## config.mk

```make
export PLATFORM = sky130hd
export DESIGN_NAME = websocket_frame_deframer_unit
export DESIGN_NICKNAME = d
export VERILOG_FILES = /design/src/rtl/wfd_pkg.sv /design/src/rtl/wfd_parser.sv /design/src/rtl/wfd_out_buf.sv /design/src/rtl/websocket_frame_deframer_unit.sv
export SDC_FILE = /design/constraint.sdc
export NUM_CORES = 1
export LEC_CHECK = 0
export ABC_AREA = 1
export BUFFER_PORTS_ARGS = -buffer_cell sky130_fd_sc_hd__buf_2
export CAP_MARGIN = 0
export CORE_ASPECT_RATIO = 0.8
export CORE_MARGIN = 3
export CORE_UTILIZATION = 50
export DETAILED_ROUTE_END_ITERATION = 10
export PLACE_DENSITY = 0.67
export SETUP_SLACK_MARGIN = 0.4
export SYNTH_ARGS = -nofsm -noshare
export SYNTH_HDL_FRONTEND = slang
export SYNTH_SLANG_ARGS = --single-unit
```

## constraint.sdc

```tcl
create_clock -name clk_i -period 9 [get_ports clk_i]
set_input_delay 0.9 -clock clk_i [delete_from_list [all_inputs] [get_ports clk_i]]
set_output_delay 0.9 -clock clk_i [all_outputs]
set_load 0.01 [all_outputs]
```

## src/rtl/wfd_pkg.sv

```systemverilog
// Shared types and constants for the WebSocket frame deframer.
// Holds parse phase enum, result kinds, error codes and the result item struct.
// No dependencies.
`timescale 1ns / 1ps

package wfd_pkg;

  // Default width of the per-message byte counter
  localparam int unsigned COUNT_WIDTH_DEF = 32;

  // Reset value of the message size limit register
  localparam logic [31:0] MAX_MSG_RESET = 32'd65536;

  // Header field masks and length escape codes
  localparam logic [7:0] HDR_BIT7_MASK = 8'h80;
  localparam logic [7:0] OPCODE_MASK   = 8'h0F;
  localparam logic [7:0] LEN7_MASK     = 8'h7F;
  localparam logic [6:0] LEN_EXT16     = 7'd126;
  localparam logic [6:0] LEN_EXT64     = 7'd127;
  localparam logic [3:0] EXT16_BYTES   = 4'd2;
  localparam logic [3:0] EXT64_BYTES   = 4'd8;
  localparam logic [1:0] MASK_LAST_POS = 2'd3;

  // Opcodes of interest
  localparam logic [3:0] OP_CONT   = 4'h0;
  localparam logic [3:0] OP_TEXT   = 4'h1;
  localparam logic [3:0] OP_BINARY = 4'h2;
  localparam logic [3:0] OP_CLOSE  = 4'h8;
  localparam logic [3:0] OP_PING   = 4'h9;
  localparam logic [3:0] OP_PONG   = 4'hA;

  // Parse phase
  typedef enum logic [2:0] {
    PH_HDR1    = 3'd0,
    PH_HDR2    = 3'd1,
    PH_EXTLEN  = 3'd2,
    PH_MASK    = 3'd3,
    PH_PAYLOAD = 3'd4,
    PH_ERROR   = 3'd5
  } phase_e;

  // Result kind
  typedef enum logic [1:0] {
    KIND_PAYLOAD = 2'd0,
    KIND_EMPTY   = 2'd1,
    KIND_ERROR   = 2'd2
  } kind_e;

  // Error codes
  typedef enum logic [1:0] {
    ERR_NONE     = 2'd0,
    ERR_RESERVED = 2'd1,
    ERR_ORDER    = 2'd2,
    ERR_TOO_LONG = 2'd3
  } err_e;

  // One result item
  typedef struct packed {
    kind_e      kind;
    logic [7:0] payload_byte;
    logic [3:0] message_opcode;
    logic       frame_final;
    logic       frame_end;
    logic       message_end;
    err_e       error_code;
  } result_t;

endpackage

```

## src/rtl/wfd_parser.sv

```systemverilog
// Frame header parser and payload unmasker: parse state, limit register and
// per-byte decode producing at most one result item. Depends on wfd_pkg.
`timescale 1ns / 1ps

module wfd_parser #(
  parameter int unsigned COUNT_WIDTH = wfd_pkg::COUNT_WIDTH_DEF
) (
  input  logic             clk_i,
  input  logic             rst_ni,
  input  logic             cfg_we_i,
  input  logic [31:0]      cfg_wdata_i,
  input  logic             step_i,
  input  logic [7:0]       rx_byte_i,
  output logic             res_valid_o,
  output wfd_pkg::result_t res_o
);

  localparam logic [64:0] CountMax = (65'd1 << COUNT_WIDTH) - 65'd1;

  wfd_pkg::phase_e        phase_q, phase_d;
  logic                   fin_q, fin_d;
  logic [3:0]             op_q, op_d;
  logic                   mask_q, mask_d;
  logic [3:0]             ext_left_q, ext_left_d;
  logic [63:0]            rem_q, rem_d;
  logic [31:0]            key_q, key_d;
  logic [1:0]             pos_q, pos_d;
  logic                   open_q, open_d;
  logic [3:0]             open_op_q, open_op_d;
  logic [COUNT_WIDTH-1:0] count_q, count_d;
  logic [31:0]            limit_q;

  // Limit register
  always_ff @(posedge clk_i or negedge rst_ni) begin
    if (!rst_ni) begin
      limit_q <= wfd_pkg::MAX_MSG_RESET;
    end else if (cfg_we_i) begin
      limit_q <= cfg_wdata_i;
    end
  end

  // Parse state
  always_ff @(posedge clk_i or negedge rst_ni) begin
    if (!rst_ni) begin
      phase_q    <= wfd_pkg::PH_HDR1;
      fin_q      <= 1'b0;
      op_q       <= '0;
      mask_q     <= 1'b0;
      ext_left_q <= '0;
      rem_q      <= '0;
      key_q      <= '0;
      pos_q      <= '0;
      open_q     <= 1'b0;
      open_op_q  <= '0;
      count_q    <= '0;
    end else begin
      phase_q    <= phase_d;
      fin_q      <= fin_d;
      op_q       <= op_d;
      mask_q     <= mask_d;
      ext_left_q <= ext_left_d;
      rem_q      <= rem_d;
      key_q      <= key_d;
      pos_q      <= pos_d;
      open_q     <= open_d;
      open_op_q  <= open_op_d;
      count_q    <= count_d;
    end
  end

  logic        len_done;
  logic        end_empty;
  logic        close_frame;
  logic        err;
  wfd_pkg::err_e err_code;
  logic        pay_out;
  logic        pay_fend;
  logic [7:0]  pay_byte;
  logic [7:0]  key_byte;
  logic        ctrl;
  logic [3:0]  shown_op;
  logic [63:0] base;
  logic [64:0] sum;
  logic        too_long;
  logic [6:0]  len7;

  // Key byte for the current payload position, most significant first
  always_comb begin
    case (pos_q)
      2'd0:    key_byte = key_q[31:24];
      2'd1:    key_byte = key_q[23:16];
      2'd2:    key_byte = key_q[15:8];
      default: key_byte = key_q[7:0];
    endcase
  end

  assign len7 = rx_byte_i[6:0] & wfd_pkg::LEN7_MASK[6:0];

  // Length check: message count plus frame length against the limit
  assign ctrl     = op_d[3];
  assign shown_op = ctrl ? op_d : open_op_q;
  assign base     = ctrl ? 64'd0 : 64'(count_q);
  assign sum      = {1'b0, base} + {1'b0, rem_d};
  assign too_long = sum > {33'd0, limit_q};

  // Next state and result
  always_comb begin
    phase_d    = phase_q;
    fin_d      = fin_q;
    op_d       = op_q;
    mask_d     = mask_q;
    ext_left_d = ext_left_q;
    rem_d      = rem_q;
    key_d      = key_q;
    pos_d      = pos_q;
    open_d     = open_q;
    open_op_d  = open_op_q;
    count_d    = count_q;
    len_done    = 1'b0;
    end_empty   = 1'b0;
    close_frame = 1'b0;
    err         = 1'b0;
    err_code    = wfd_pkg::ERR_NONE;
    pay_out     = 1'b0;
    pay_fend    = 1'b0;
    pay_byte    = '0;

    if (step_i) begin
      unique case (phase_q)
        wfd_pkg::PH_HDR1: begin
          fin_d = (rx_byte_i & wfd_pkg::HDR_BIT7_MASK) != 8'd0;
          op_d  = rx_byte_i[3:0] & wfd_pkg::OPCODE_MASK[3:0];
          key_d = '0;
          pos_d = '0;
          rem_d = '0;
          if ((op_d >= 4'd3 && op_d <= 4'd7) || op_d >= 4'd11) begin
            err      = 1'b1;
            err_code = wfd_pkg::ERR_RESERVED;
          end else if (op_d == wfd_pkg::OP_CONT && !open_q) begin
            err      = 1'b1;
            err_code = wfd_pkg::ERR_ORDER;
          end else if ((op_d == wfd_pkg::OP_TEXT || op_d == wfd_pkg::OP_BINARY) && open_q) begin
            err      = 1'b1;
            err_code = wfd_pkg::ERR_ORDER;
          end else begin
            if (op_d == wfd_pkg::OP_TEXT || op_d == wfd_pkg::OP_BINARY) begin
              open_op_d = op_d;
              count_d   = '0;
            end
            phase_d = wfd_pkg::PH_HDR2;
          end
        end
        wfd_pkg::PH_HDR2: begin
          mask_d = (rx_byte_i & wfd_pkg::HDR_BIT7_MASK) != 8'd0;
          if (len7 == wfd_pkg::LEN_EXT16) begin
            ext_left_d = wfd_pkg::EXT16_BYTES;
            phase_d    = wfd_pkg::PH_EXTLEN;
          end else if (len7 == wfd_pkg::LEN_EXT64) begin
            ext_left_d = wfd_pkg::EXT64_BYTES;
            phase_d    = wfd_pkg::PH_EXTLEN;
          end else begin
            rem_d    = {57'd0, len7};
            len_done = 1'b1;
          end
        end
        wfd_pkg::PH_EXTLEN: begin
          rem_d      = {rem_q[55:0], rx_byte_i};
          ext_left_d = ext_left_q - 4'd1;
          len_done   = (ext_left_d == 4'd0);
        end
        wfd_pkg::PH_MASK: begin
          key_d = {key_q[23:0], rx_byte_i};
          pos_d = pos_q + 2'd1;
          if (pos_q == wfd_pkg::MASK_LAST_POS) begin
            if (rem_q == 64'd0) begin
              end_empty = 1'b1;
            end else begin
              phase_d = wfd_pkg::PH_PAYLOAD;
            end
          end
        end
        wfd_pkg::PH_PAYLOAD: begin
          pos_d       = pos_q + 2'd1;
          rem_d       = rem_q - 64'd1;
          pay_out     = 1'b1;
          pay_byte    = rx_byte_i ^ key_byte;
          pay_fend    = (rem_q == 64'd1);
          close_frame = pay_fend;
        end
        wfd_pkg::PH_ERROR: begin
          // latched: bytes are taken and dropped
        end
        default: begin
          phase_d = wfd_pkg::PH_ERROR;
        end
      endcase

      // Full length known
      if (len_done) begin
        if (too_long) begin
          err      = 1'b1;
          err_code = wfd_pkg::ERR_TOO_LONG;
        end else begin
          if (!ctrl) begin
            count_d = (sum > CountMax) ? '1 : sum[COUNT_WIDTH-1:0];
          end
          if (mask_d) begin
            phase_d = wfd_pkg::PH_MASK;
            pos_d   = '0;
          end else if (rem_d == 64'd0) begin
            end_empty = 1'b1;
          end else begin
            phase_d = wfd_pkg::PH_PAYLOAD;
          end
        end
      end

      if (end_empty) begin
        close_frame = 1'b1;
      end

      // Frame end: a FIN data frame closes its message
      if (close_frame) begin
        if (!ctrl) begin
          if (fin_q) begin
            open_d  = 1'b0;
            count_d = '0;
          end else begin
            open_d = 1'b1;
          end
        end
        phase_d = wfd_pkg::PH_HDR1;
      end

      if (err) begin
        phase_d = wfd_pkg::PH_ERROR;
      end
    end
  end

  // Result item
  always_comb begin
    res_o             = '0;
    res_o.frame_final = fin_d;
    res_valid_o       = 1'b0;
    if (err) begin
      res_valid_o          = 1'b1;
      res_o.kind           = wfd_pkg::KIND_ERROR;
      res_o.message_opcode = op_d;
      res_o.error_code     = err_code;
    end else if (end_empty) begin
      res_valid_o          = 1'b1;
      res_o.kind           = wfd_pkg::KIND_EMPTY;
      res_o.message_opcode = shown_op;
      res_o.frame_end      = 1'b1;
      res_o.message_end    = fin_q;
    end else if (pay_out) begin
      res_valid_o          = 1'b1;
      res_o.kind           = wfd_pkg::KIND_PAYLOAD;
      res_o.payload_byte   = pay_byte;
      res_o.message_opcode = shown_op;
      res_o.frame_end      = pay_fend;
      res_o.message_end    = pay_fend & fin_q;
    end
  end

endmodule

```

## src/rtl/wfd_out_buf.sv

```systemverilog
// Two-entry output buffer: result register plus skid register, so a new
// item can be taken while a result waits. Depends on wfd_pkg.
`timescale 1ns / 1ps

module wfd_out_buf (
  input  logic             clk_i,
  input  logic             rst_ni,
  input  logic             push_i,
  input  wfd_pkg::result_t data_i,
  output logic             space_o,
  output logic             out_valid_o,
  input  logic             out_ready_i,
  output wfd_pkg::result_t out_o
);

  logic             main_valid_q;
  logic             skid_valid_q;
  wfd_pkg::result_t main_q;
  wfd_pkg::result_t skid_q;
  logic             pop;
  logic             main_load;
  logic             skid_load;

  assign pop       = main_valid_q & out_ready_i;
  assign main_load = !main_valid_q || pop;
  assign skid_load = main_valid_q && !pop && push_i;
  assign space_o   = !skid_valid_q;

  // Valid flags
  always_ff @(posedge clk_i or negedge rst_ni) begin
    if (!rst_ni) begin
      main_valid_q <= 1'b0;
      skid_valid_q <= 1'b0;
    end else begin
      if (main_load) begin
        main_valid_q <= skid_valid_q | push_i;
        skid_valid_q <= 1'b0;
      end else if (skid_load) begin
        skid_valid_q <= 1'b1;
      end
    end
  end

  // Payload registers
  always_ff @(posedge clk_i) begin
    if (main_load) begin
      main_q <= skid_valid_q ? skid_q : data_i;
    end
    if (skid_load) begin
      skid_q <= data_i;
    end
  end

  assign out_valid_o = main_valid_q;
  assign out_o       = main_q;

endmodule

```

## src/rtl/websocket_frame_deframer_unit.sv

```systemverilog
// WebSocket frame deframer: one received byte per item, unmasked payload out.
// Each result is registered; a skid register keeps input going while one waits.
// Throughput: one byte per cycle while the skid register is free; the parse
// state updates in a single pass.
// Reset (async, active low) returns to the first header byte, clears the error
// latch and message state, and sets the message limit to 65536.
`timescale 1ns / 1ps

module websocket_frame_deframer_unit #(
  parameter int unsigned COUNT_WIDTH = wfd_pkg::COUNT_WIDTH_DEF
) (
  input  logic        clk_i,
  input  logic        rst_ni,
  input  logic        cfg_we_i,
  input  logic [31:0] cfg_wdata_i,
  input  logic        in_valid_i,
  output logic        in_ready_o,
  input  logic [7:0]  rx_byte_i,
  output logic        out_valid_o,
  input  logic        out_ready_i,
  output logic [1:0]  kind_o,
  output logic [7:0]  payload_byte_o,
  output logic [3:0]  message_opcode_o,
  output logic        frame_final_o,
  output logic        frame_end_o,
  output logic        message_end_o,
  output logic [1:0]  error_code_o
);

  logic             step;
  logic             res_valid;
  logic             space;
  wfd_pkg::result_t res;
  wfd_pkg::result_t out;

  assign in_ready_o = space;
  assign step       = in_valid_i & space;

  // Header parse and unmask
  wfd_parser #(
    .COUNT_WIDTH(COUNT_WIDTH)
  ) u_parser (
    .clk_i       (clk_i),
    .rst_ni      (rst_ni),
    .cfg_we_i    (cfg_we_i),
    .cfg_wdata_i (cfg_wdata_i),
    .step_i      (step),
    .rx_byte_i   (rx_byte_i),
    .res_valid_o (res_valid),
    .res_o       (res)
  );

  // Result buffering
  wfd_out_buf u_out_buf (
    .clk_i       (clk_i),
    .rst_ni      (rst_ni),
    .push_i      (res_valid),
    .data_i      (res),
    .space_o     (space),
    .out_valid_o (out_valid_o),
    .out_ready_i (out_ready_i),
    .out_o       (out)
  );

  assign kind_o           = out.kind;
  assign payload_byte_o   = out.payload_byte;
  assign message_opcode_o = out.message_opcode;
  assign frame_final_o    = out.frame_final;
  assign frame_end_o      = out.frame_end;
  assign message_end_o    = out.message_end;
  assign error_code_o     = out.error_code;

endmodule

```

# After elaboration in Yosys (flattened, before gate mapping)
# Cells that the tools add are included.
[classes]
n_addsub = 4
multipliers = 0
div_mod_pow = 0
magnitude_cmp = 5
eq_ne = 14
n_shift = 0
mux = 102
bitwise = 9
reduce_logical = 27
[op_table]
columns = ["cell", "count"]
rows = [
  ["$mux W32", 13],
  ["$mux W64", 4],
  ["$pmux W64 S4", 1],
  ["$logic_not A64 Y1", 2],
  ["$add A64 B64 Y65", 1],
  ["$gt A65 B32 Y1", 1],
  ["$gt A65 B32 Y1 const B", 1],
  ["$eq A64 B1 Y1 const B", 1],
  ["$pmux W32 S2", 1],
  ["$sub A64 B1 Y64 const B", 1],
  ["$mux W3", 13],
  ["$mux W1", 37],
  ["$mux W8", 4],
  ["$mux W2", 15],
  ["$mux W4", 7],
  ["$pmux W8 S3", 1],
  ["$mux W19", 1],
  ["$eq A7 B7 Y1 const B", 2],
  ["$mux W12", 1],
  ["$pmux W3 S4", 1],
  ["$logic_not A4 Y1", 2],
  ["$pmux W4 S2", 1],
  ["$xor A8 B8 Y8", 1],
  ["$eq A3 B2 Y1 const B", 2],
  ["28 further kinds", 47],
]
[totals]
register_bits = 220
latch_bits = 0
ramBits = 0
mem_bits_ro = 0
input_bits = 45
mem_count = 0

# Depth between registers and ports, before layout
# Gate-level depths: netlist (run 1).
[logic_depth]
depth_word = 17
depth_mapped = 43
mapped_depth_nobuf = 41

# Cells and area by module
# From an unflattened synthesis (run 1), not the netlist that was laid out.
[unflattened]
cells_unflattened = 2709
hier_area_um2 = 17869.6
[by_module_without_submodules]
columns = ["module", "instances", "cells_per_inst", "area_per_inst_um2", "seq_area_each_um2"]
rows = [
  ["wfd_parser", 1, 2598, 16380.7, 4505.6],
  ["wfd_out_buf", 1, 109, 1481.4, 1191.1],
  ["websocket_frame_deframer_unit", 1, 2, 7.5, 0.0],
]

# Worst setup path after synthesis (run 1)
# OpenSTA, ideal clock, no wires.
[synth_path]
kind = "input port to flip-flop"
from = "input port in_valid_i"
to = "register u_out_buf.skid_q[0] (netlist bit) (enable)"
setup_time_ns = 0.374
t_arrival_ns = 6.614
required_time_ns = 8.626
slack_ns = 2.012
stages = 36
path_buffers = 4
path_cell_list = "nand2_1 -> inv_1 -> buf_2 -> clkbuf_1 -> nand2_1 -> o21ai_0 -> inv_1 -> clkbuf_1 -> buf_1 -> nor2_1 -> ha_1 -> a21oi_1 -> o21ai_0 -> a21oi_1 -> o21ai_0 -> nand2_1 -> inv_1 -> nor2_1 -> o21bai_1 -> a21oi_1 -> xnor2_1 -> ha_1 -> nand2_1 -> nor4b_1 -> o21ai_0 -> a21oi_1 -> o21ai_0 -> nand2_1 -> a21oi_1 -> nand3_2 -> nand3_1 -> nand2_1 -> nand2_2 -> nand3_4 -> nand2_1 -> inv_1"
[synth_between]
elab_chain_len = 12
word_cells_on_any_way = 19
[synth_lines]
columns = ["item", "line_no", "source"]
rows = [
  ["from (decl)", "websocket_frame_deframer_unit.sv:16", "input logic in_valid_i,"],
  ["$and A1 B1 Y1 *", "websocket_frame_deframer_unit.sv:37", "assign step = in_valid_i & space;"],
  ["$mux W4", "wfd_parser.sv:128", "if (step_i) begin"],
  ["$mux W32", "wfd_parser.sv:102", "assign base = ctrl ? 64'd0 : 64'(count_q);"],
  ["$add A64 B64 Y65", "wfd_parser.sv:103", "assign sum = {1'b0, base} + {1'b0, rem_d};"],
  ["$gt A65 B32 Y1", "wfd_parser.sv:104", "assign too_long = sum > {33'd0, limit_q};"],
  ["$mux W1", "wfd_parser.sv:200", "if (too_long) begin"],
  ["$mux W1", "wfd_parser.sv:199", "if (len_done) begin"],
  ["$mux W1 (2 in series)", "wfd_parser.sv:128", ""],
  ["$mux W1", "wfd_parser.sv:251", "end else if (end_empty) begin"],
  ["$mux W1 *", "wfd_parser.sv:246", "if (err) begin"],
  ["$logic_and A1 B1 Y1 *", "wfd_out_buf.sv:26", "assign skid_load = main_valid_q && !pop && push_i;"],
  ["named net u_out_buf.skid_load", "wfd_out_buf.sv:22", "logic skid_load;"],
  ["to (signal assigned)", "wfd_out_buf.sv:50", "skid_q <= data_i;"],
  ["to (decl)", "wfd_out_buf.sv:19", "wfd_pkg::result_t skid_q;"],
]
# Mark *: on every way through the listed nets, which the timed path passes. The rest lies on a longest branch. The select of a mux whose other input is x is not followed.
# A chain may end at the register's enable or synchronous reset.

# Worst setup path in the final report (run 1)
[layout_path]
from = "register u_parser.phase_q[0]"
to = "register u_out_buf.skid_q[13] (netlist bit) (enable)"
[layout_between]
elab_chain_len = 13
word_cells_on_any_way = 36
[layout_lines]
columns = ["item", "line_no", "source"]
rows = [
  ["from (decl)", "wfd_parser.sv:20", "wfd_pkg::phase_e phase_q, phase_d;"],
  ["from (signal assigned)", "wfd_parser.sv:45", "phase_q <= wfd_pkg::PH_HDR1;"],
  ["from (signal assigned)", "wfd_parser.sv:57", "phase_q <= phase_d;"],
  ["$eq A3 B3 Y1, or another cell as far along", "wfd_parser.sv:129", "unique case (phase_q)"],
  ["$pmux W64 S4 *", "wfd_parser.sv:129", ""],
  ["$mux W64 * (2 in series)", "wfd_parser.sv:128", ""],
  ["named net u_parser.rem_d[0]", "wfd_parser.sv:25", "logic [63:0] rem_q, rem_d;"],
  ["$add A64 B64 Y65 *", "wfd_parser.sv:103", ""],
  ["$gt A65 B32 Y1 *", "wfd_parser.sv:104", ""],
  ["$mux W1", "wfd_parser.sv:200", ""],
  ["$mux W1", "wfd_parser.sv:199", ""],
  ["$mux W1 (2 in series)", "wfd_parser.sv:128", ""],
  ["$mux W1", "wfd_parser.sv:251", ""],
  ["$mux W1 *", "wfd_parser.sv:246", ""],
  ["$logic_and A1 B1 Y1 *", "wfd_out_buf.sv:26", ""],
  ["named net u_out_buf.skid_load", "wfd_out_buf.sv:22", ""],
]
# Marks and branches as above.

==> impl_metrics.tcl, run 1 <==
set metrics [dict create \
    post_synth_xor_xnor_area_pct 2.126 \
    irDropWorstVdd_mv 0.1882 \
    critical_path.most_common_cell "sky130_fd_sc_hd__nand2_1" \
    layout.cells.most_common_list "764 x sky130_fd_sc_hd__nand2_1, 309 x sky130_fd_sc_hd__nor2_1, 291 x sky130_fd_sc_hd__inv_1" \
    layout_min_cycle_time_ps 7889 \
    power.net_switching_uw 3667 \
    synthFlopType "sky130_fd_sc_hd__dfrtp_1" \
    slew-limit-headroom_pct 30.53 \
    hold_path.class "reg2reg" \
    cts_root_buffer "sky130_fd_sc_hd__clkbuf_16" \
    die-area_sq_mm 0.03774 \
    gr-total-overflow 0 \
    power.combinational.fraction_pct 60.1 \
    synth_area_sq_mm 0.01771 \
    maxSlewViolCount 0 \
    detail-route-antenna-nets 0 \
    crit-reg2reg-launch "u_parser.phase_q[0]" \
    worstRegToRegCells 36 \
    critical-path-slowest-cell "sky130_fd_sc_hd__nor2_4" \
    grt_setup_unrepaired "no" \
    place_inst 3134 \
    power_per_cell_area_mw_per_mm2 350.2 \
    complex_gate_fraction_of_the_synthesized_area_pct 13.66 \
    synth_top_family_by_area "simple AND/OR/NAND/NOR gates" \
    fraction_of_final_layout_cells_sized_beyond_drive_strength_1_pct 9.982 \
    detailedRoute.firstPassIterationCount 6 \
    remaining_drc_errors 0 \
    syn-instance-count 2680 \
    finish.net_count 2815 \
    ctsLongestPathBuffers 3 \
    hold_path_startpoint "u_parser.count_q[0]" \
    grt_max_degree 118 \
    layout_commonest_cell "sky130_fd_sc_hd__nand2_1" \
    adder_cell_share_of_the_synthesized_area_pct 5.269 \
    cts-hold-fix-buffers 0 \
    cts_post_setup_buffers_inserted 0 \
    critPathLaunchType "register" \
    fraction_of_power_consumed_by_the_clock_network_pct 16.2 \
    required_time_reported_for_the_critical_path_endpoint_ps 9200 \
    antenna_violations_before_repair 1 \
    clock_tree_from_tritoncts "done" \
    antenna-diode-count 0 \
    mappedNetlistNets 2799 \
    hold-path-endpoint "u_parser.count_q[0]" \
    routedWlPerCell_um 18.36 \
    n_fill_cell 3449 \
    cap_violations 0 \
    synthSimpleGateAreaFrac_pct 37.25 \
    post_layout_nonfiller_instances 3180 \
    min_path_cells 2 \
    die-height_um 174.4 \
    postSynthAreaPerCell_sq_um 6.610 \
    async_flop_share_pct 82.73 \
    area_growth_pct 8.539 \
    dp_hpwl_mm 44.22 \
    synthMuxAreaShare_pct 0.06357 \
    via_count_of_the_first_global_routing_pass 16895 \
    max_freq_mhz 126.8 \
    cp-end-kind "register" \
    ff_latch_area_sq_mm 0.005698 \
    gp_weighted_congestion 0.9713 \
    routed_wl_mm 58.37 \
    timing_worst_slew_pin_value_ps 1031 \
    outcome "complete, no violations" \
    clkLatencyLatePin_ps 570 \
    setup-tns-final_ps 0 \
    ios 66 \
    synth_enable_flop_cells 38 \
    fin_crit_sh_pct 87.66 \
    clock-skew-final_ps 30.89 \
    floorplan.initialDensity_pct 51.63 \
    timing.final.setup_violations 0 \
    final_hold_viol_count 0 \
    clock_tree.htree_level_count 1 \
    drt-initial-drc-count 2195 \
    core.rowCount 60 \
    groute.usage.overall_pct 30.77 \
    crit-reg2reg-capture "u_out_buf.skid_q[13]" \
    cts.clk_slew.worst_paths_ps 60 \
    switching_share_pct 54.45 \
    leakage_power_figure_uw 0.009553 \
    yosysWarnings 0 \
    max_stage_delay_ps 670 \
    ys_seq_area_share_pct 32.16 \
    count_of_cells_resized_by_post_cts_repair 0 \
    total_of_buffers_placed_on_input_and_output_ports 65 \
    count_of_cell_types_in_the_netlist 61 \
    timing_worst_setup_path_type "reg2reg" \
    via_count 18242 \
    maximum_fanout_along_the_worst_path 27 \
    clock_sink_count 220 \
    pwr-share-seq_pct 23.7 \
    intPower_uw 3067 \
    ff2ff_setup_slack_ps 1110 \
    core_region_area_sq_mm 0.03431 \
    area_taken_by_multi_input_logic_gates_sq_mm 0.01036 \
    cts-buffers-inserted 25 \
    grt_first_pass_wirelength_mm 93.89 \
    drt-vias-per-instance 5.736 \
    crit_arrival_ps 8090 \
    ys_seq_elements 220 \
    die_width_um 216.4 \
]
## final cells by class
type	count	area share (%)
Clock inverter	11	0.6703
Multi-Input combinational cell	2032	53.88
Clock buffer	35	3.865
Timing Repair Buffer	80	2.323
Inverter	337	6.605
Tap cell	465	3.026
Sequential cell	220	29.63
## cells by family after synthesis
family | Yosys count
compound gates | 430
xor+xnor | 43
fa+ha+maj | 74
buf+inv | 428
flops | 220
mux | 1
simple gates | 1484
## per-layer routing
| layer | vias up | wire (um) | global-route usage (%) | share of wire (%) |
|---|---|---|---|---|
| li1 | 8811 | - | - | - |
| met1 | 8574 | 27160 | 45.98 | 47 |
| met2 | 764 | 25000 | 47.31 | 43 |
| met3 | 93 | 4744 | 4.404 | 8.1 |
| met4 | 0 | 1471 | 6.809 | 2.5 |
| met5 | - | 0 | 0 | 0 |
## through the flow
| stage | hold slack [ps] | power, uW | cell area [sq um] | utilization [%] | worst slack [ps] |
|---|---|---|---|---|---|
| 6_report | 478.0 | 6734 | 19230 | 56.04 | 1111 |
| 5_1_grt | 519.3 | 7271 | 19230 | 56.04 | 448.3 |
| 2_1_floorplan | 445.7 | 4386 | 17710 | - | 2012 |
| 3_3_place_gp | 461.3 | 5506 | 18350 | 53.47 | 1183 |
| 3_5_place_dp | 464.6 | 5536 | 18350 | 53.47 | 1017 |
| 4_1_cts | 480.9 | 6650 | 19220 | 56.01 | 1069 |
## sequential cells by signal, summed over array words and instances (netlist names), 2 cells and up
name,cells
u_parser.rem_q,64
u_parser.count_q,32
u_parser.key_q,32
u_parser.limit_q,32
u_out_buf.out_o,19
u_out_buf.skid_q,19
u_parser.ext_left_q,4
u_parser.op_q,4
u_parser.open_op_q,4
u_parser.phase_q,3
u_parser.pos_q,2
## synth_stat cells, drive strengths merged, types with 21 or more instances
master  count  area [sq um]
edfxtp     38          1141
buf        43         232.7
nor3       21         110.1
nor2      355          1598
clkbuf     48         180.2
nand3     213          1156
o21ai     225          1134
a21oi     105         525.5
xor2       26         227.7
o22ai      25         156.4
inv       323          1212
nand2     812          3206
dfrtp     181          4529
nand4      51         319.1
ha         73         913.4
## worst max-delay path, delay by kind of cell, from the launching register on
family	cells	cell delay (ps)
xor+xnor	1	130
simple gates	19	3810
flops	1	470
compound gates	7	1220
buf+inv	6	900
fa+ha+maj	3	990
## power by group through the flow
| stage | clock, uW | sequential [uW] | combinational (uW) |
|---|---|---|---|
| after floorplan | 0 | 1510 | 2880 |
| after global placement | 0 | 1600 | 3910 |
| after detailed placement | 0 | 1600 | 3930 |
| after CTS | 1110 | 1590 | 3960 |
| after global routing | 1150 | 1620 | 4500 |
| final | 1090 | 1600 | 4050 |
## worst max-delay path by stage
stage / start / slack [ps] / depth (start not counted) / to
after floorplan: in_valid_i / 2010 / 36 / u_out_buf.skid_q[0]
after global placement: rx_byte_i[5] / 1180 / 38 / u_out_buf.skid_q[15]
after detailed placement: rx_byte_i[5] / 1020 / 38 / u_out_buf.skid_q[13]
after CTS: u_out_buf.skid_valid_q / 1070 / 36 / u_out_buf.skid_q[13]
after global routing: u_parser.phase_q[0] / 450 / 38 / u_out_buf.skid_q[9]
final: u_parser.phase_q[0] / 1110 / 36 / u_out_buf.skid_q[13]
Note: power is estimated with default switching activity, not from simulation.
==> run 2: changes to the inputs <==
Settings changed: REMOVE_ABC_BUFFERS from default to 1.
==> impl_metrics.tcl, run 2 (synthesis results as in run 1) <==
set metrics [dict create \
    clkLatencyLatePin_ps 540 \
    floorplan.initialDensity_pct 51.63 \
    dp_hpwl_mm 44.62 \
    die-height_um 174.4 \
    total_of_buffers_placed_on_input_and_output_ports 65 \
    crit_arrival_ps 8070 \
    finish.net_count 2817 \
    antenna-diode-count 0 \
    ios 66 \
    area_growth_pct 8.236 \
    grt_max_degree 78 \
    die-area_sq_mm 0.03774 \
    count_of_cells_resized_by_post_cts_repair 0 \
    outcome "complete, no violations" \
    post_layout_nonfiller_instances 3181 \
    critical-path-slowest-cell "sky130_fd_sc_hd__nor2_4" \
    drt-vias-per-instance 5.713 \
    clock_tree_from_tritoncts "done" \
    timing_worst_setup_path_type "reg2reg" \
    fraction_of_final_layout_cells_sized_beyond_drive_strength_1_pct 9.757 \
    crit-reg2reg-launch "u_parser.phase_q[0]" \
    clock_sink_count 220 \
    via_count_of_the_first_global_routing_pass 16874 \
    drt-initial-drc-count 2063 \
    clock_tree.htree_level_count 1 \
    grt_busiest_layer "met2" \
    worstRegToRegCells 37 \
    cts-hold-fix-buffers 0 \
    largest_register_ffs 64 \
    met2_usage_pct 46.19 \
    finalHoldWorstSlack_ps 312.4 \
    critPathLaunchType "register" \
    timing.final.setup_violations 0 \
    cts_root_buffer "sky130_fd_sc_hd__clkbuf_16" \
    max_freq_mhz 126.7 \
    cts-buffers-inserted 25 \
    groute.usage.overall_pct 30.41 \
    power_per_cell_area_mw_per_mm2 346.6 \
    gr-total-overflow 0 \
    detailedRoute.firstPassIterationCount 6 \
    remaining_drc_errors 0 \
    clock-skew-final_ps 18.52 \
    globalRouteMet1Util_pct 45.80 \
    crit-reg2reg-capture "u_out_buf.skid_q[12]" \
    hold_path.class "in2async" \
    place_inst 3136 \
    fin_area_sq_mm 0.01917 \
    layout_min_cycle_time_ps 7893 \
    required_time_reported_for_the_critical_path_endpoint_ps 9170 \
    most_flop_heavy_register "u_parser.rem_q" \
    ff2ff_setup_slack_ps 1110 \
    grt_first_pass_wirelength_mm 93.14 \
    layout_commonest_cell "sky130_fd_sc_hd__nand2_1" \
    core.rowCount 60 \
    max_stage_delay_ps 560 \
    cts.clk_slew.worst_paths_ps 60 \
    antenna_violations_before_repair 1 \
    cp-end-kind "register" \
    layout.cells.most_common_list "764 x sky130_fd_sc_hd__nand2_1, 309 x sky130_fd_sc_hd__nor2_1, 292 x sky130_fd_sc_hd__inv_1" \
    core_region_area_sq_mm 0.03431 \
    gr-usage-met3_pct 3.932 \
    gp_weighted_congestion 1.011 \
    instance_area_after_placement_sq_mm 0.01837 \
    timing_worst_slew_pin_value_ps 1171 \
    detail-route-antenna-nets 0 \
    ctsLongestPathBuffers 3 \
    slew-limit-headroom_pct 21.74 \
    irDropWorstVdd_mv 0.1955 \
    final_hold_viol_count 0 \
    die_width_um 216.4 \
    leakage_power_figure_uw 0.009534 \
    fin_crit_sh_pct 87.70 \
    maxSlewViolCount 0 \
    cts_post_setup_buffers_inserted 0 \
    routed_wl_mm 57.68 \
    maximum_fanout_along_the_worst_path 27 \
    critical_path.most_common_cell "sky130_fd_sc_hd__nand2_1" \
    via_count 18172 \
    routedWlPerCell_um 18.13 \
    grt_setup_unrepaired "no" \
    cap_violations 0 \
]
==> run 2: cell count changes in the layout (fill, tap and decap cells not counted), sizes merged <==
cell,previous run,this run
buf,79,82
clkbuf,36,34
clkinvlp,3,1
clkinv,20,22
==> run 2: worst max path at each step <==
stage,startpoint,to,slack [ps],cells past startpoint
CTS,u_parser.phase_q[0],u_out_buf.skid_q[10],1250,37
finish,u_parser.phase_q[0],u_out_buf.skid_q[12],1110,37
global placement,rx_byte_i[1],u_out_buf.skid_q[11],1320,41
detailed placement,rx_byte_i[1],u_out_buf.skid_q[15],1140,38
global route,u_parser.phase_q[0],u_out_buf.skid_q[12],410,41
floorplan,in_valid_i,u_out_buf.skid_q[0],-2300,33
==> run 2: power by group <==
part / total, uW / switching, uW / leakage (uW) / internal (uW)
Sequential: 1590 / 296 / 0.00278 / 1300
Combinational: 4030 / 2890 / 0.00636 / 1140
Clock: 1020 / 427 / 0.000395 / 594
Total: 6640 / 3610 / 0.00953 / 3030
==> run 2: metal layers <==
layer | up-vias | routed length, um
met5 | - | 0
met4 | 0 | 1452
met3 | 91 | 4791
met2 | 760 | 24510
met1 | 8522 | 26930
li1 | 8799 | -
==> run 2: area by class of cell <==
cell class / instances / area (sq um)
Clock inverter: 11 / 113.9
Multi-Input combinational cell: 2032 / 10350
Timing Repair Buffer: 82 / 471.7
Clock buffer: 34 / 689.4
Tap cell: 465 / 581.8
Sequential cell: 220 / 5697
Inverter: 337 / 1266
Fill cell: 3486 / 15130
==> run 2: critical path, delay by kind of cell, from the launching register on <==
family	cells	cell delay (ps)
xor+xnor	1	140
compound gates	10	1610
buf+inv	4	810
fa+ha+maj	3	990
flops	1	460
simple gates	19	3510
==> run 2: stage by stage <==
| stage | utilization (%) | setup TNS, ps | setup WS (ps) | power [uW] |
|---|---|---|---|---|
| floorplan | - | -153650 | -2298 | 4320 |
| global placement | 53.54 | 0 | 1325 | 5496 |
| detailed placement | 53.54 | 0 | 1140 | 5523 |
| CTS | 55.89 | 0 | 1251 | 6570 |
| global route | 55.89 | 0 | 412.1 | 7181 |
| finish | 55.89 | 0 | 1107 | 6645 |
==> run 3: changes to the inputs <==
Settings changed: CTS_BUF_LIST from default to sky130_fd_sc_hd__clkbuf_8, SLEW_MARGIN from default to 20.
==> impl_metrics.tcl, run 3 (synthesis results as in run 1) <==
set metrics [dict create \
    most_flop_heavy_register "u_parser.rem_q" \
    timing_worst_slew_pin_value_ps 1073 \
    drt-vias-per-instance 5.687 \
    die_width_um 216.4 \
    critical_path.most_common_cell "sky130_fd_sc_hd__nand2_1" \
    via_count_of_the_first_global_routing_pass 17052 \
    area_growth_pct 8.207 \
    cts_post_setup_buffers_inserted 0 \
    core.rowCount 60 \
    layout.cells.most_common_list "763 x sky130_fd_sc_hd__nand2_1, 309 x sky130_fd_sc_hd__nor2_1, 303 x sky130_fd_sc_hd__inv_1" \
    ios 66 \
    core_region_area_sq_mm 0.03431 \
    floorplan.initialDensity_pct 51.63 \
    layout_commonest_cell "sky130_fd_sc_hd__nand2_1" \
    n_fill_cell 3485 \
    via_count 18222 \
    remaining_drc_errors 0 \
    maximum_fanout_along_the_worst_path 27 \
    ctsLongestPathBuffers 3 \
    clock_sink_count 220 \
    detail-route-antenna-nets 0 \
    outcome "complete, no violations" \
    gp_weighted_congestion 1.011 \
    grt_setup_unrepaired "no" \
    final_hold_viol_count 0 \
    finish.net_count 2830 \
    die-height_um 174.4 \
    setup-tns-final_ps 0 \
    gr-total-overflow 0 \
    irDropWorstVdd_mv 0.1958 \
    worstRegToRegCells 37 \
    routed_wl_mm 58.01 \
    hold_path.class "in2async" \
    count_of_cells_resized_by_post_cts_repair 0 \
    cap_violations 0 \
    clock-skew-final_ps 31.05 \
    fin_area_sq_mm 0.01917 \
    max_stage_delay_ps 570 \
    dp_hpwl_mm 44.62 \
    timing.final.setup_violations 0 \
    cts.clk_slew.worst_paths_ps 60 \
    routedWlPerCell_um 18.10 \
    groute.usage.overall_pct 30.57 \
    cts_root_buffer "sky130_fd_sc_hd__clkbuf_8" \
    total_of_buffers_placed_on_input_and_output_ports 65 \
    detailedRoute.firstPassIterationCount 6 \
    antenna_violations_before_repair 1 \
    crit_arrival_ps 8080 \
    critical-path-slowest-cell "sky130_fd_sc_hd__nor2_4" \
    required_time_reported_for_the_critical_path_endpoint_ps 9190 \
    cts-buffers-inserted 38 \
    max_freq_mhz 126.8 \
    grt_first_pass_wirelength_mm 93.16 \
    drt-initial-drc-count 1970 \
    grt_max_degree 78 \
    largest_register_ffs 64 \
    maxSlewViolCount 0 \
    cts-hold-fix-buffers 0 \
    finish.utilization_pct 55.87 \
    clkLatencyLatePin_ps 560 \
    post_layout_nonfiller_instances 3204 \
    fin_crit_sh_pct 87.66 \
    clock_tree_from_tritoncts "done" \
    fraction_of_final_layout_cells_sized_beyond_drive_strength_1_pct 10.34 \
    finalHoldWorstSlack_ps 300.1 \
    slew-limit-headroom_pct 27.71 \
    critPathLaunchType "register" \
    die-area_sq_mm 0.03774 \
    clock_tree.htree_level_count 2 \
    leakage_power_figure_uw 0.009592 \
    cp-end-kind "register" \
    power_per_cell_area_mw_per_mm2 344.4 \
    instance_area_after_placement_sq_mm 0.01837 \
    layout_min_cycle_time_ps 7889 \
    place_inst 3136 \
    timing_worst_setup_path_type "reg2reg" \
]
-- run 3: cell types whose count changed in the layout (fill, tap and decap cells not counted), sizes merged --
cell | before | now
clkbuf | 34 | 47
inv | 323 | 333
clkinvlp | 1 | 0
diode | 0 | 1
-- run 3: routing by layer --
metal	GRT usage [%]	routed length, um
met4	8.285	1476
met3	5.016	4814
met5	0	0
met1	45.56	27130
met2	45.94	24580
-- run 3: final cells by class --
class | count | area [sq um] | area share [%]
Multi-Input combinational cell | 2032 | 10360 | 54.03
Sequential cell | 220 | 5697 | 29.72
Inverter | 337 | 1266 | 6.606
Clock buffer | 47 | 646.9 | 3.375
Tap cell | 465 | 581.8 | 3.035
Timing Repair Buffer | 82 | 471.7 | 2.461
Clock inverter | 20 | 146.4 | 0.7637
Antenna cell | 1 | 2.502 | 0.01305
-- run 3: worst paths after layout --
kind	slack, ps	start	to
setup / recovery	1110	u_parser.phase_q[0]	u_out_buf.skid_q[11]
hold / removal	300	rst_ni	u_out_buf.out_valid_o
setup reg to reg	1110	u_parser.phase_q[0]	u_out_buf.skid_q[11]
hold reg to reg	480	u_parser.count_q[8]	u_parser.count_q[8]
max in group asynchronous	6700	rst_ni	u_parser.rem_q[21]
min in group clk_i	480	u_parser.count_q[8]	u_parser.count_q[8]
-- run 3: through the flow --
step / setup WS [ps] / total power (uW)
after floorplan: -2298 / 4320
after global placement: 1325 / 5496
after detailed placement: 1140 / 5523
after CTS: 1251 / 6513
after global routing: 410.2 / 7132
final: 1111 / 6601
-- run 3: critical path: cells and delay by family (launching register included) --
family | cells | cell delay, ps
AOI/OAI and AO/OA | 10 | 1610
xor gates and xnor gates | 1 | 140
adders and majority gates | 3 | 1000
buffers and inverters | 4 | 800
DFF | 1 | 460
and+or+nand+nor | 19 | 3490
-- run 3: power by group --
group | switching [uW] | leakage, uW | internal, uW | total, uW
Sequential | 298 | 0.00278 | 1300 | 1600
Clock | 435 | 0.000453 | 530 | 965
Combinational | 2900 | 0.00636 | 1140 | 4040
Total | 3630 | 0.00959 | 2970 | 6600
